**config.mk**
```make
export PLATFORM = sky130hd
export DESIGN_NAME = stereo_upmix_biquad_bank_unit
export DESIGN_NICKNAME = d
export VERILOG_FILES = /design/src/rtl/upmix_pkg.sv /design/src/rtl/upmix_bq_core.sv /design/src/rtl/stereo_upmix_biquad_bank_unit.sv
export SDC_FILE = /design/constraint.sdc
export NUM_CORES = 2
export LEC_CHECK = 0
export ABC_AREA = 1
export BUFFER_PORTS_ARGS = -buffer_cell sky130_fd_sc_hd__buf_2
export CORE_MARGIN = 1.5
export CORE_UTILIZATION = 51
export DETAILED_ROUTE_END_ITERATION = 8
export PLACE_DENSITY = 0.72
export SLEW_MARGIN = 40
export SYNTH_ARGS = -nofsm -noshare
export SYNTH_HDL_FRONTEND = slang
export SYNTH_SLANG_ARGS = --single-unit
```
**constraint.sdc**
```tcl
create_clock -name clk -period 23.6 [get_ports clk]
set_clock_uncertainty 0.15 [all_clocks]
set_input_delay 7.08 -clock clk [delete_from_list [all_inputs] [get_ports clk]]
set_output_delay 7.08 -clock clk [all_outputs]
set_load 0.02 [all_outputs]
```
**src/rtl/upmix_pkg.sv**
```systemverilog
// ----------------------------------------------------------------------------
// upmix_pkg: shared types and constants for the stereo upmix biquad bank
// Sample and coefficient formats, payload structs, filter routing and the
// fixed coefficient table of the low-pass, high-pass and band-pass sections.
// ----------------------------------------------------------------------------
package upmix_pkg;

  localparam int SAMPLE_BITS    = 24;
  localparam int COEF_FRAC_BITS = 22;
  localparam int COEF_W         = COEF_FRAC_BITS + 2;
  localparam int COEF_SHIFT     = 30 - COEF_FRAC_BITS;
  localparam int PROD_W         = SAMPLE_BITS + COEF_W;
  localparam int ACC_W          = PROD_W + 3;
  localparam int GAIN_W         = 5;
  localparam int NUM_CH         = 6;
  localparam int CH_W           = 3;
  localparam int TAP_W          = 3;
  localparam int CFG_IDX_W      = 1;

  typedef logic signed [SAMPLE_BITS-1:0] sample_t;
  typedef logic signed [COEF_W-1:0]      coef_t;
  typedef logic signed [GAIN_W-1:0]      gain_t;
  typedef logic signed [ACC_W-1:0]       acc_t;
  typedef logic [CH_W-1:0]               ch_t;
  typedef logic [TAP_W-1:0]              tap_t;
  typedef logic [CFG_IDX_W-1:0]          cfg_idx_t;

  // register indexes
  localparam cfg_idx_t REG_MODE = 1'd0;
  localparam cfg_idx_t REG_GAIN = 1'd1;

  localparam logic  MODE_RESET = 1'b1;
  localparam gain_t GAIN_RESET = -5'sd3;

  // channel slots, in output field order
  localparam ch_t CH_LEFT   = 3'd0;
  localparam ch_t CH_CENTER = 3'd1;
  localparam ch_t CH_BASS   = 3'd5;

  // biquad taps in accumulation order
  localparam tap_t TAP_B0 = 3'd0;
  localparam tap_t TAP_B1 = 3'd1;
  localparam tap_t TAP_B2 = 3'd2;
  localparam tap_t TAP_A1 = 3'd3;
  localparam tap_t TAP_A2 = 3'd4;

  typedef enum logic [1:0] {
    FILT_LP,
    FILT_HP,
    FILT_BP
  } filt_t;

  typedef enum logic [2:0] {
    ST_IDLE,
    ST_FETCH,
    ST_MAC,
    ST_STORE,
    ST_DONE
  } state_t;

  typedef struct packed {
    logic signed [SAMPLE_BITS-1:0] left_sample;
    logic signed [SAMPLE_BITS-1:0] right_sample;
  } in_t;

  typedef struct packed {
    logic signed [SAMPLE_BITS-1:0] out_left;
    logic signed [SAMPLE_BITS-1:0] out_center;
    logic signed [SAMPLE_BITS-1:0] out_right;
    logic signed [SAMPLE_BITS-1:0] out_left_surround;
    logic signed [SAMPLE_BITS-1:0] out_right_surround;
    logic signed [SAMPLE_BITS-1:0] out_bass;
  } out_t;

  // one history entry per channel
  typedef struct packed {
    sample_t x1;
    sample_t x2;
    sample_t y1;
    sample_t y2;
  } hist_t;

  // sequencer to datapath
  typedef struct packed {
    logic  rd_en;
    ch_t   rd_ch;
    logic  mac_en;
    tap_t  tap;
    filt_t filt;
    logic  store;
  } bq_ctrl_t;

  typedef struct packed {
    filt_t filt;
    logic  use_right;
  } route_t;

  // filter type and source for each channel slot
  function automatic route_t route(logic mode, ch_t ch);
    route_t r;
    r.filt      = FILT_LP;
    r.use_right = 1'b0;
    if (mode) begin
      case (ch)
        3'd1:    begin r.filt = FILT_LP; r.use_right = 1'b0; end
        3'd2:    begin r.filt = FILT_BP; r.use_right = 1'b1; end
        3'd3:    begin r.filt = FILT_HP; r.use_right = 1'b0; end
        3'd4:    begin r.filt = FILT_BP; r.use_right = 1'b0; end
        3'd5:    begin r.filt = FILT_HP; r.use_right = 1'b1; end
        default: begin r.filt = FILT_LP; r.use_right = 1'b0; end
      endcase
    end else begin
      case (ch)
        3'd0:    begin r.filt = FILT_LP; r.use_right = 1'b0; end
        3'd1:    begin r.filt = FILT_HP; r.use_right = 1'b0; end
        3'd2:    begin r.filt = FILT_HP; r.use_right = 1'b1; end
        3'd3:    begin r.filt = FILT_BP; r.use_right = 1'b0; end
        3'd4:    begin r.filt = FILT_BP; r.use_right = 1'b1; end
        3'd5:    begin r.filt = FILT_LP; r.use_right = 1'b1; end
        default: begin r.filt = FILT_LP; r.use_right = 1'b0; end
      endcase
    end
    return r;
  endfunction

  // Q2.30 table: b0 b1 b2 a1 a2
  function automatic logic signed [31:0] coef_q30(filt_t f, tap_t k);
    logic signed [31:0] c;
    c = '0;
    case (f)
      FILT_LP: begin
        case (k)
          TAP_B0:  c = 32'sd610995363;
          TAP_B1:  c = 32'sd1221990726;
          TAP_B2:  c = 32'sd610995363;
          TAP_A1:  c = 32'sd1012330264;
          TAP_A2:  c = 32'sd357909365;
          default: c = '0;
        endcase
      end
      FILT_HP: begin
        case (k)
          TAP_B0:  c = 32'sd997101531;
          TAP_B1:  c = -32'sd1994203062;
          TAP_B2:  c = 32'sd997101531;
          TAP_A1:  c = -32'sd1988725833;
          TAP_A2:  c = 32'sd925938467;
          default: c = '0;
        endcase
      end
      FILT_BP: begin
        case (k)
          TAP_B0:  c = 32'sd399719220;
          TAP_B1:  c = 32'sd0;
          TAP_B2:  c = -32'sd399719220;
          TAP_A1:  c = -32'sd734198042;
          TAP_A2:  c = 32'sd274303385;
          default: c = '0;
        endcase
      end
      default: c = '0;
    endcase
    return c;
  endfunction

  // reduce to Q2.COEF_FRAC_BITS, rounding half up
  function automatic coef_t coef(filt_t f, tap_t k);
    logic signed [32:0] raw;
    logic signed [32:0] rnd;
    raw = 33'(coef_q30(f, k));
    if (COEF_SHIFT == 0) begin
      rnd = raw;
    end else begin
      rnd = (raw + (33'sd1 <<< (COEF_SHIFT - 1))) >>> COEF_SHIFT;
    end
    return rnd[COEF_W-1:0];
  endfunction

  // clamp to the sample range
  function automatic sample_t sat(acc_t v);
    acc_t smax;
    acc_t smin;
    smax = ACC_W'((64'sd1 <<< (SAMPLE_BITS - 1)) - 64'sd1);
    smin = -smax - acc_t'(1);
    if (v > smax) begin
      return smax[SAMPLE_BITS-1:0];
    end else if (v < smin) begin
      return smin[SAMPLE_BITS-1:0];
    end
    return v[SAMPLE_BITS-1:0];
  endfunction

endpackage

```
**src/rtl/upmix_bq_core.sv**
```systemverilog
// ----------------------------------------------------------------------------
// upmix_bq_core: shared biquad multiply-accumulate with history memory
// Holds the six channel histories in a synchronous memory, accumulates the
// five taps of one section in turn and writes the updated history back
// together with the rounded, saturated output.
// ----------------------------------------------------------------------------
module upmix_bq_core (
  input  logic                clk,
  input  logic                rst,
  input  upmix_pkg::bq_ctrl_t ctrl,
  input  upmix_pkg::sample_t  x,
  output upmix_pkg::sample_t  y
);

  localparam upmix_pkg::acc_t RND =
    upmix_pkg::acc_t'(1) <<< (upmix_pkg::COEF_FRAC_BITS - 1);

  upmix_pkg::hist_t mem [upmix_pkg::NUM_CH];
  logic [upmix_pkg::NUM_CH-1:0] hist_valid;

  upmix_pkg::hist_t rd_data;
  logic             rd_valid;
  upmix_pkg::ch_t   wr_ch;
  upmix_pkg::hist_t hist;
  upmix_pkg::hist_t wr_entry;

  upmix_pkg::coef_t                    c;
  upmix_pkg::sample_t                  s;
  logic signed [upmix_pkg::PROD_W-1:0] prod;
  upmix_pkg::acc_t                     term;
  upmix_pkg::acc_t                     acc;
  upmix_pkg::acc_t                     acc_next;
  upmix_pkg::acc_t                     rnd;

  // history memory, one read-modify-write per section
  always_ff @(posedge clk) begin
    if (ctrl.rd_en) begin
      rd_data <= mem[ctrl.rd_ch];
      wr_ch   <= ctrl.rd_ch;
    end
    if (ctrl.store) begin
      mem[wr_ch] <= wr_entry;
    end
  end

  always_ff @(posedge clk) begin
    if (rst) begin
      hist_valid <= '0;
      rd_valid   <= 1'b0;
    end else begin
      if (ctrl.rd_en) begin
        rd_valid <= hist_valid[ctrl.rd_ch];
      end
      if (ctrl.store) begin
        hist_valid[wr_ch] <= 1'b1;
      end
    end
  end

  // an entry never written reads as cleared history
  assign hist = rd_valid ? rd_data : '0;

  always_comb begin
    case (ctrl.tap)
      upmix_pkg::TAP_B0: s = x;
      upmix_pkg::TAP_B1: s = hist.x1;
      upmix_pkg::TAP_B2: s = hist.x2;
      upmix_pkg::TAP_A1: s = hist.y1;
      upmix_pkg::TAP_A2: s = hist.y2;
      default:           s = '0;
    endcase
  end

  assign c    = upmix_pkg::coef(ctrl.filt, ctrl.tap);
  assign prod = upmix_pkg::PROD_W'(c) * upmix_pkg::PROD_W'(s);
  assign term = upmix_pkg::ACC_W'(prod);

  always_comb begin
    acc_next = (ctrl.tap == upmix_pkg::TAP_B0) ? '0 : acc;
    if (ctrl.tap >= upmix_pkg::TAP_A1) begin
      acc_next = acc_next - term;
    end else begin
      acc_next = acc_next + term;
    end
  end

  always_ff @(posedge clk) begin
    if (ctrl.mac_en) begin
      acc <= acc_next;
    end
  end

  // round half up, scale back to sample format, clamp
  assign rnd = (acc + RND) >>> upmix_pkg::COEF_FRAC_BITS;
  assign y   = upmix_pkg::sat(rnd);

  // shift the history by one sample
  assign wr_entry.x1 = x;
  assign wr_entry.x2 = hist.x1;
  assign wr_entry.y1 = y;
  assign wr_entry.y2 = hist.y1;

`ifndef SYNTHESIS
  a_no_same_entry: assert property (@(posedge clk) disable iff (rst)
    ctrl.store && ctrl.rd_en |-> ctrl.rd_ch != wr_ch)
    else $error("history read and write-back hit the same entry");

  a_fetch_before_store: assert property (@(posedge clk) disable iff (rst)
    ctrl.rd_en |=> !ctrl.store)
    else $error("write-back directly after a history fetch");

  a_mac_not_store: assert property (@(posedge clk) disable iff (rst)
    ctrl.store |=> !$past(ctrl.mac_en) || ctrl.mac_en || !ctrl.store)
    else $error("accumulate and write-back overlap");
`endif

endmodule

```
**src/rtl/stereo_upmix_biquad_bank_unit.sv**
```systemverilog
// ----------------------------------------------------------------------------
// stereo_upmix_biquad_bank_unit: stereo to six-channel upmix with biquads
// Applies a signed integer gain to a stereo frame and derives six channels from
// low-pass, high-pass and band-pass direct form I sections; mode 1 skips left.
// ----------------------------------------------------------------------------
// Usage:
//   Input channel in_valid/in_ready carries one stereo frame per transfer;
//   output channel out_valid/out_ready carries the six channel samples.
//   Configuration: cfg_we writes cfg_data to register cfg_index
//   (0 = mode, 1 = gain) at once; write only while the block is idle.
//   One multiplier serves all sections: each section accumulates its five
//   taps and then writes back, with the history fetch of the next section
//   overlapping the write-back.
//   Mode 1 runs five sections (center to bass), mode 0 all six. A new
//   frame is taken only after the previous one has moved to the output
//   register.
//   A finished frame waits in the output register while the next frame is
//   taken and filtered; if the receiver still stalls when that frame is
//   done, the sequencer holds until the output register is free.
//   Reset clears all filter histories (through per-channel valid bits),
//   sets mode to 1 and gain to -3, and empties the output register.
// ----------------------------------------------------------------------------
module stereo_upmix_biquad_bank_unit (
  input  logic                 clk,
  input  logic                 rst,
  input  logic                 in_valid,
  output logic                 in_ready,
  input  upmix_pkg::in_t       in_data,
  output logic                 out_valid,
  input  logic                 out_ready,
  output upmix_pkg::out_t      out_data,
  input  logic                 cfg_we,
  input  upmix_pkg::cfg_idx_t  cfg_index,
  input  upmix_pkg::gain_t     cfg_data
);

  localparam int GP_W = upmix_pkg::SAMPLE_BITS + upmix_pkg::GAIN_W;

  upmix_pkg::state_t   state;
  upmix_pkg::state_t   state_next;
  logic                mode;
  upmix_pkg::gain_t    gain;
  upmix_pkg::ch_t      ch;
  upmix_pkg::tap_t     tap;
  upmix_pkg::sample_t  l_g;
  upmix_pkg::sample_t  r_g;
  upmix_pkg::sample_t  res [upmix_pkg::NUM_CH];
  upmix_pkg::route_t   rt;
  upmix_pkg::bq_ctrl_t ctrl;
  upmix_pkg::sample_t  bq_x;
  upmix_pkg::sample_t  bq_y;
  logic                in_xfer;
  logic                out_free;
  logic                load_out;

  function automatic upmix_pkg::sample_t gain_apply(upmix_pkg::sample_t s,
                                                    upmix_pkg::gain_t g);
    logic signed [GP_W-1:0] p;
    p = GP_W'(s) * GP_W'(g);
    return upmix_pkg::sat(upmix_pkg::ACC_W'(p));
  endfunction

  assign in_xfer  = in_valid && in_ready;
  assign out_free = !out_valid || out_ready;
  assign rt       = upmix_pkg::route(mode, ch);
  assign bq_x     = rt.use_right ? r_g : l_g;

  // configuration registers
  always_ff @(posedge clk) begin
    if (rst) begin
      mode <= upmix_pkg::MODE_RESET;
      gain <= upmix_pkg::GAIN_RESET;
    end else if (cfg_we) begin
      case (cfg_index)
        upmix_pkg::REG_MODE: mode <= cfg_data[0];
        upmix_pkg::REG_GAIN: gain <= cfg_data;
        default:             ;
      endcase
    end
  end

  // next state
  always_comb begin
    state_next = state;
    case (state)
      upmix_pkg::ST_IDLE: begin
        if (in_valid) begin
          state_next = upmix_pkg::ST_FETCH;
        end
      end
      upmix_pkg::ST_FETCH: state_next = upmix_pkg::ST_MAC;
      upmix_pkg::ST_MAC: begin
        if (tap == upmix_pkg::TAP_A2) begin
          state_next = upmix_pkg::ST_STORE;
        end
      end
      upmix_pkg::ST_STORE: begin
        if (ch == upmix_pkg::CH_BASS) begin
          state_next = upmix_pkg::ST_DONE;
        end else begin
          state_next = upmix_pkg::ST_MAC;
        end
      end
      upmix_pkg::ST_DONE: begin
        if (out_free) begin
          state_next = upmix_pkg::ST_IDLE;
        end
      end
      default: state_next = upmix_pkg::ST_IDLE;
    endcase
  end

  // outputs of the sequencer
  always_comb begin
    in_ready    = 1'b0;
    load_out    = 1'b0;
    ctrl.rd_en  = 1'b0;
    ctrl.rd_ch  = ch;
    ctrl.mac_en = 1'b0;
    ctrl.tap    = tap;
    ctrl.filt   = rt.filt;
    ctrl.store  = 1'b0;
    case (state)
      upmix_pkg::ST_IDLE:  in_ready = 1'b1;
      upmix_pkg::ST_FETCH: ctrl.rd_en = 1'b1;
      upmix_pkg::ST_MAC:   ctrl.mac_en = 1'b1;
      upmix_pkg::ST_STORE: begin
        ctrl.store = 1'b1;
        // fetch the next section's history during write-back
        if (ch != upmix_pkg::CH_BASS) begin
          ctrl.rd_en = 1'b1;
          ctrl.rd_ch = upmix_pkg::ch_t'(ch + 1'b1);
        end
      end
      upmix_pkg::ST_DONE:  load_out = out_free;
      default:             ;
    endcase
  end

  always_ff @(posedge clk) begin
    if (rst) begin
      state <= upmix_pkg::ST_IDLE;
      ch    <= upmix_pkg::CH_LEFT;
      tap   <= upmix_pkg::TAP_B0;
    end else begin
      state <= state_next;
      if (in_xfer) begin
        ch <= mode ? upmix_pkg::CH_CENTER : upmix_pkg::CH_LEFT;
      end else if (ctrl.store) begin
        ch <= upmix_pkg::ch_t'(ch + 1'b1);
      end
      if (ctrl.mac_en) begin
        tap <= upmix_pkg::tap_t'(tap + 1'b1);
      end else begin
        tap <= upmix_pkg::TAP_B0;
      end
    end
  end

  // gained samples, held for the whole frame
  always_ff @(posedge clk) begin
    if (in_xfer) begin
      l_g <= gain_apply(in_data.left_sample, gain);
      r_g <= gain_apply(in_data.right_sample, gain);
    end
    if (ctrl.store) begin
      res[ch] <= bq_y;
    end
  end

  upmix_bq_core u_core (
    .clk  (clk),
    .rst  (rst),
    .ctrl (ctrl),
    .x    (bq_x),
    .y    (bq_y)
  );

  // output register: hold until transfer
  always_ff @(posedge clk) begin
    if (rst) begin
      out_valid <= 1'b0;
    end else if (load_out) begin
      out_valid <= 1'b1;
    end else if (out_ready) begin
      out_valid <= 1'b0;
    end
  end

  always_ff @(posedge clk) begin
    if (load_out) begin
      out_data.out_left           <= mode ? l_g : res[0];
      out_data.out_center         <= res[1];
      out_data.out_right          <= res[2];
      out_data.out_left_surround  <= res[3];
      out_data.out_right_surround <= res[4];
      out_data.out_bass           <= res[5];
    end
  end

`ifndef SYNTHESIS
  a_accept_starts: assert property (@(posedge clk) disable iff (rst)
    in_valid && in_ready |=> state == upmix_pkg::ST_FETCH)
    else $error("frame transfer did not start a fetch");

  a_last_section: assert property (@(posedge clk) disable iff (rst)
    state == upmix_pkg::ST_STORE && ch == upmix_pkg::CH_BASS
      |=> state == upmix_pkg::ST_DONE)
    else $error("sequencer ran past the last section");

  a_out_from_done: assert property (@(posedge clk) disable iff (rst)
    $rose(out_valid) |-> $past(state) == upmix_pkg::ST_DONE)
    else $error("output raised outside frame completion");

  a_tap_range: assert property (@(posedge clk) disable iff (rst)
    state == upmix_pkg::ST_MAC |-> tap <= upmix_pkg::TAP_A2)
    else $error("tap counter out of range");
`endif

endmodule

```
==> impl_results.md <==
- Met3 capacity usage during global routing: under 10%
- Hold Buf Count CTS: 0
- Total track usage: about 29%
- Worst setup path startpoint: tap[0]$_SDFF_PP0_
- Met1 Track Usage GR: between 40% and 50%
- Vias: ~56,000
- GR Layer Usage met2: 45.01%
- EDFF count, synth: about 1,100
- Nature of the critical path startpoint: flop
- Global-route wire length before repair: 332,200 µm
- Clock Path Buffers: 3
- Antenna violations before repair: 10
- H-tree depth: 3
- Yosys cell types: 62
- Total clock sinks: roughly 1,100
- Die area: 152,800 µm²
- Kind of critical path: flop to flop
- Final ANT Viol Nets: 0
- GR Overflow Total: 0
- Crit end category: flop
- Synth warnings: 0
- Core Area: between 100,000 and 150,000 µm²
- Synth Register Bits: ~1,100
- Area Overhead vs Synth: 8.695%
- Max FO, Critical Path: 28
- Resize count post-CTS: 0
- 1st-pass router iterations: 6
- Final #Nets: about 9,200
- Final WS setup: about 9900 ps
- Vias per std cell: 5.521
- Hpwl dp: about 160,000 µm
- Largest net degree at the start of global routing: around 160
- FFs w/ async S/R, synth: 0%
- Hold Path Class: flop to flop
- Vias in the first global route: about 56,000
- Final setup violation count: 0
- Overall routed net length: roughly 220,000 µm
- Post CTS Setup Buffer Count: 0
- Crit path time final: approximately 14,000 ps
- Most frequent CP cell: nand2_1
- Net Count, Synth: slightly above 9,000
- Placed cell area: about 80,000 µm²
- Max cap viols: 0
- Worst skew pair latency: roughly 710 ps
- Maximum clock rate: 73.12 MHz
- Row count: roughly 140
- RSZ-0062 raised after global routing: false
- Final Cell Area: roughly 83,000 µm²
- Setup TNS Final: 0 ps
- Starting Density: between 50% and 60%
- Critical Path Max Stage Delay: 750 ps
- CTS root buf: clkbuf_16
- Final hold violation count: 0
- Status: completed
- CTS tree: done
- Critical R2R Launch: tap[0]$_SDFF_PP0_
- Synth Flop Type: edfxtp_1
- Slew at the pin closest to its max-slew limit: slightly above 900 ps
- Worst slew margin: between 30 and 40%
- Final period util: between 50% and 60%
- DRC Markers: 0
- Die Width: 390.9 µm
- WP data required: between 20,000 and 25,000 ps
- Final Max Tran Viols: 0
- GR peak layer: met2
- Ports: 205
- Hold path start: res[3][13]$_DFFE_PP_
- Worst EP arrival: ~14,000 ps
- Avg Inst Size Synth: between 9 and 10 µm²
- Routability cong.: around 1
- Routed length per instance: approximately 21 µm
- Clock-pin slew on the worst setup and hold paths: approximately 70 ps
- First DRT Iteration DRCs: between 6,000 and 7,000
- Synth Instances: 7,984
- Input/output buffers: a little over 200
- Mapped Area: around 77,000 µm²
- Setup WS pre-CTS: 10,250 ps
- Share of layout cells above drive strength 1: 7.920%
- Num CTS Buffers: 99
- Slowest stage cell, crit path: inv_1
- Seq/Total Area, Yosys: between 40% and 50%
- Die Y: roughly 390 µm
==> state kept, by name (all words and copies together) (netlist names), 5 cells and up <==
register	cells
gain	5
u_core.hist_valid	6
u_core.acc	51
u_core.rd_data	96
u_core.mem	576
res	144
l_g	24
out_data	144
r_g	24
==> worst max-delay path, delay by kind of cell, from the launching register on <==
kind            cells  cell delay, ps
xor+xnor            2             540
fa+ha+maj          10            4730
buf+inv            13            1920
compound gates      9            2040
flops               1             400
simple gates       21            3580
==> synth_stat cells (11+ instances only) <==
library cell	number	area, µm²
inv_2	47	176.4
o21ai_0	336	1682
a31oi_1	100	625.6
ha_1	303	3791
dfxtp_1	23	460.4
nand4_1	51	319.1
a21oi_1	222	1111
inv_1	1442	5413
xnor2_1	70	613.1
o22ai_1	97	606.8
o21ai_1	11	55.05
fa_1	756	15130
nand3b_1	12	90.09
clkbuf_1	201	754.5
a21o_1	21	157.7
xor2_1	116	1016
o211ai_1	11	82.58
a32oi_1	12	105.1
nand2_2	12	75.07
nor3_1	34	170.2
edfxtp_1	1062	31890
nor4_1	12	75.07
a221oi_1	20	175.2
nand2_1	1759	6603
nand3_1	157	785.8
nor2_1	889	3337
o21bai_1	14	105.1
buf_1	17	63.81
or2_2	46	287.8
buf_2	33	165.2
==> metal layers <==
metal | wire length [µm] | vias up
li1 | - | 25572
met1 | 88460 | 27728
met2 | 99790 | 2626
met3 | 20480 | 449
met4 | 7446 | 8
met5 | 47 | -
==> placed cells by master (no fill, tap or decap), types with 46 or more instances in the layout <==
cell	Yosys	final
inv_1	1442	1432
xnor2_1	70	70
fa_1	756	756
nand3_1	157	157
nand4_1	51	51
ha_1	303	302
a31oi_1	100	100
nor2_1	889	884
or2_2	46	46
o21ai_0	336	336
buf_2	33	207
edfxtp_1	1062	1062
inv_2	47	53
nand2_1	1759	1747
xor2_1	116	116
o22ai_1	97	97
buf_4	5	69
clkbuf_16	0	99
a21oi_1	222	209
==> stage by stage <==
stage	instances	util, %	hold WS [ps]
4_1_cts	10208	55.70	251.3
2_1_floorplan	7984	-	250.3
5_1_grt	10211	55.75	259.0
3_5_place_dp	10020	53.46	254.5
3_3_place_gp	10017	53.41	250.7
6_report	10213	55.76	251.5
==> cells by family (layout without fill, tap and decap cells) <==
kind of cell / Yosys count / in the layout / share of synthesized area (%)
simple gates: 3015 / 3015 / 15.80
buf+inv: 1762 / 1972 / 8.770
flops: 1085 / 1085 / 42.16
fa+ha+maj: 1059 / 1059 / 24.66
compound gates: 877 / 877 / 6.484
xor+xnor: 186 / 186 / 2.123
other cells: 0 / 3 / 0
==> area by class of cell <==
type | count | area (µm²)
Timing Repair Buffer | 286 | 1672
Fill cell | 12936 | 66190
Antenna cell | 3 | 7.507
Tap cell | 2016 | 2522
Clock inverter | 72 | 790.8
Inverter | 1498 | 5655
Sequential cell | 1085 | 32360
Multi-Input combinational cell | 5137 | 37840
Clock buffer | 116 | 2561
==> worst paths after layout <==
check | end | slack (ps) | cells past startpoint
max | u_core.acc[40]$_DFFE_PP_ | 9920 | 55
min | out_data[61]$_DFFE_PP_ | 250 | 0
max reg2reg | u_core.acc[40]$_DFFE_PP_ | 9920 | 55
min reg2reg | out_data[61]$_DFFE_PP_ | 250 | 0
Power is left out: the tool's default activity adds up to more than one toggle a clock period on the data nets, which glitch-free logic cannot reach.
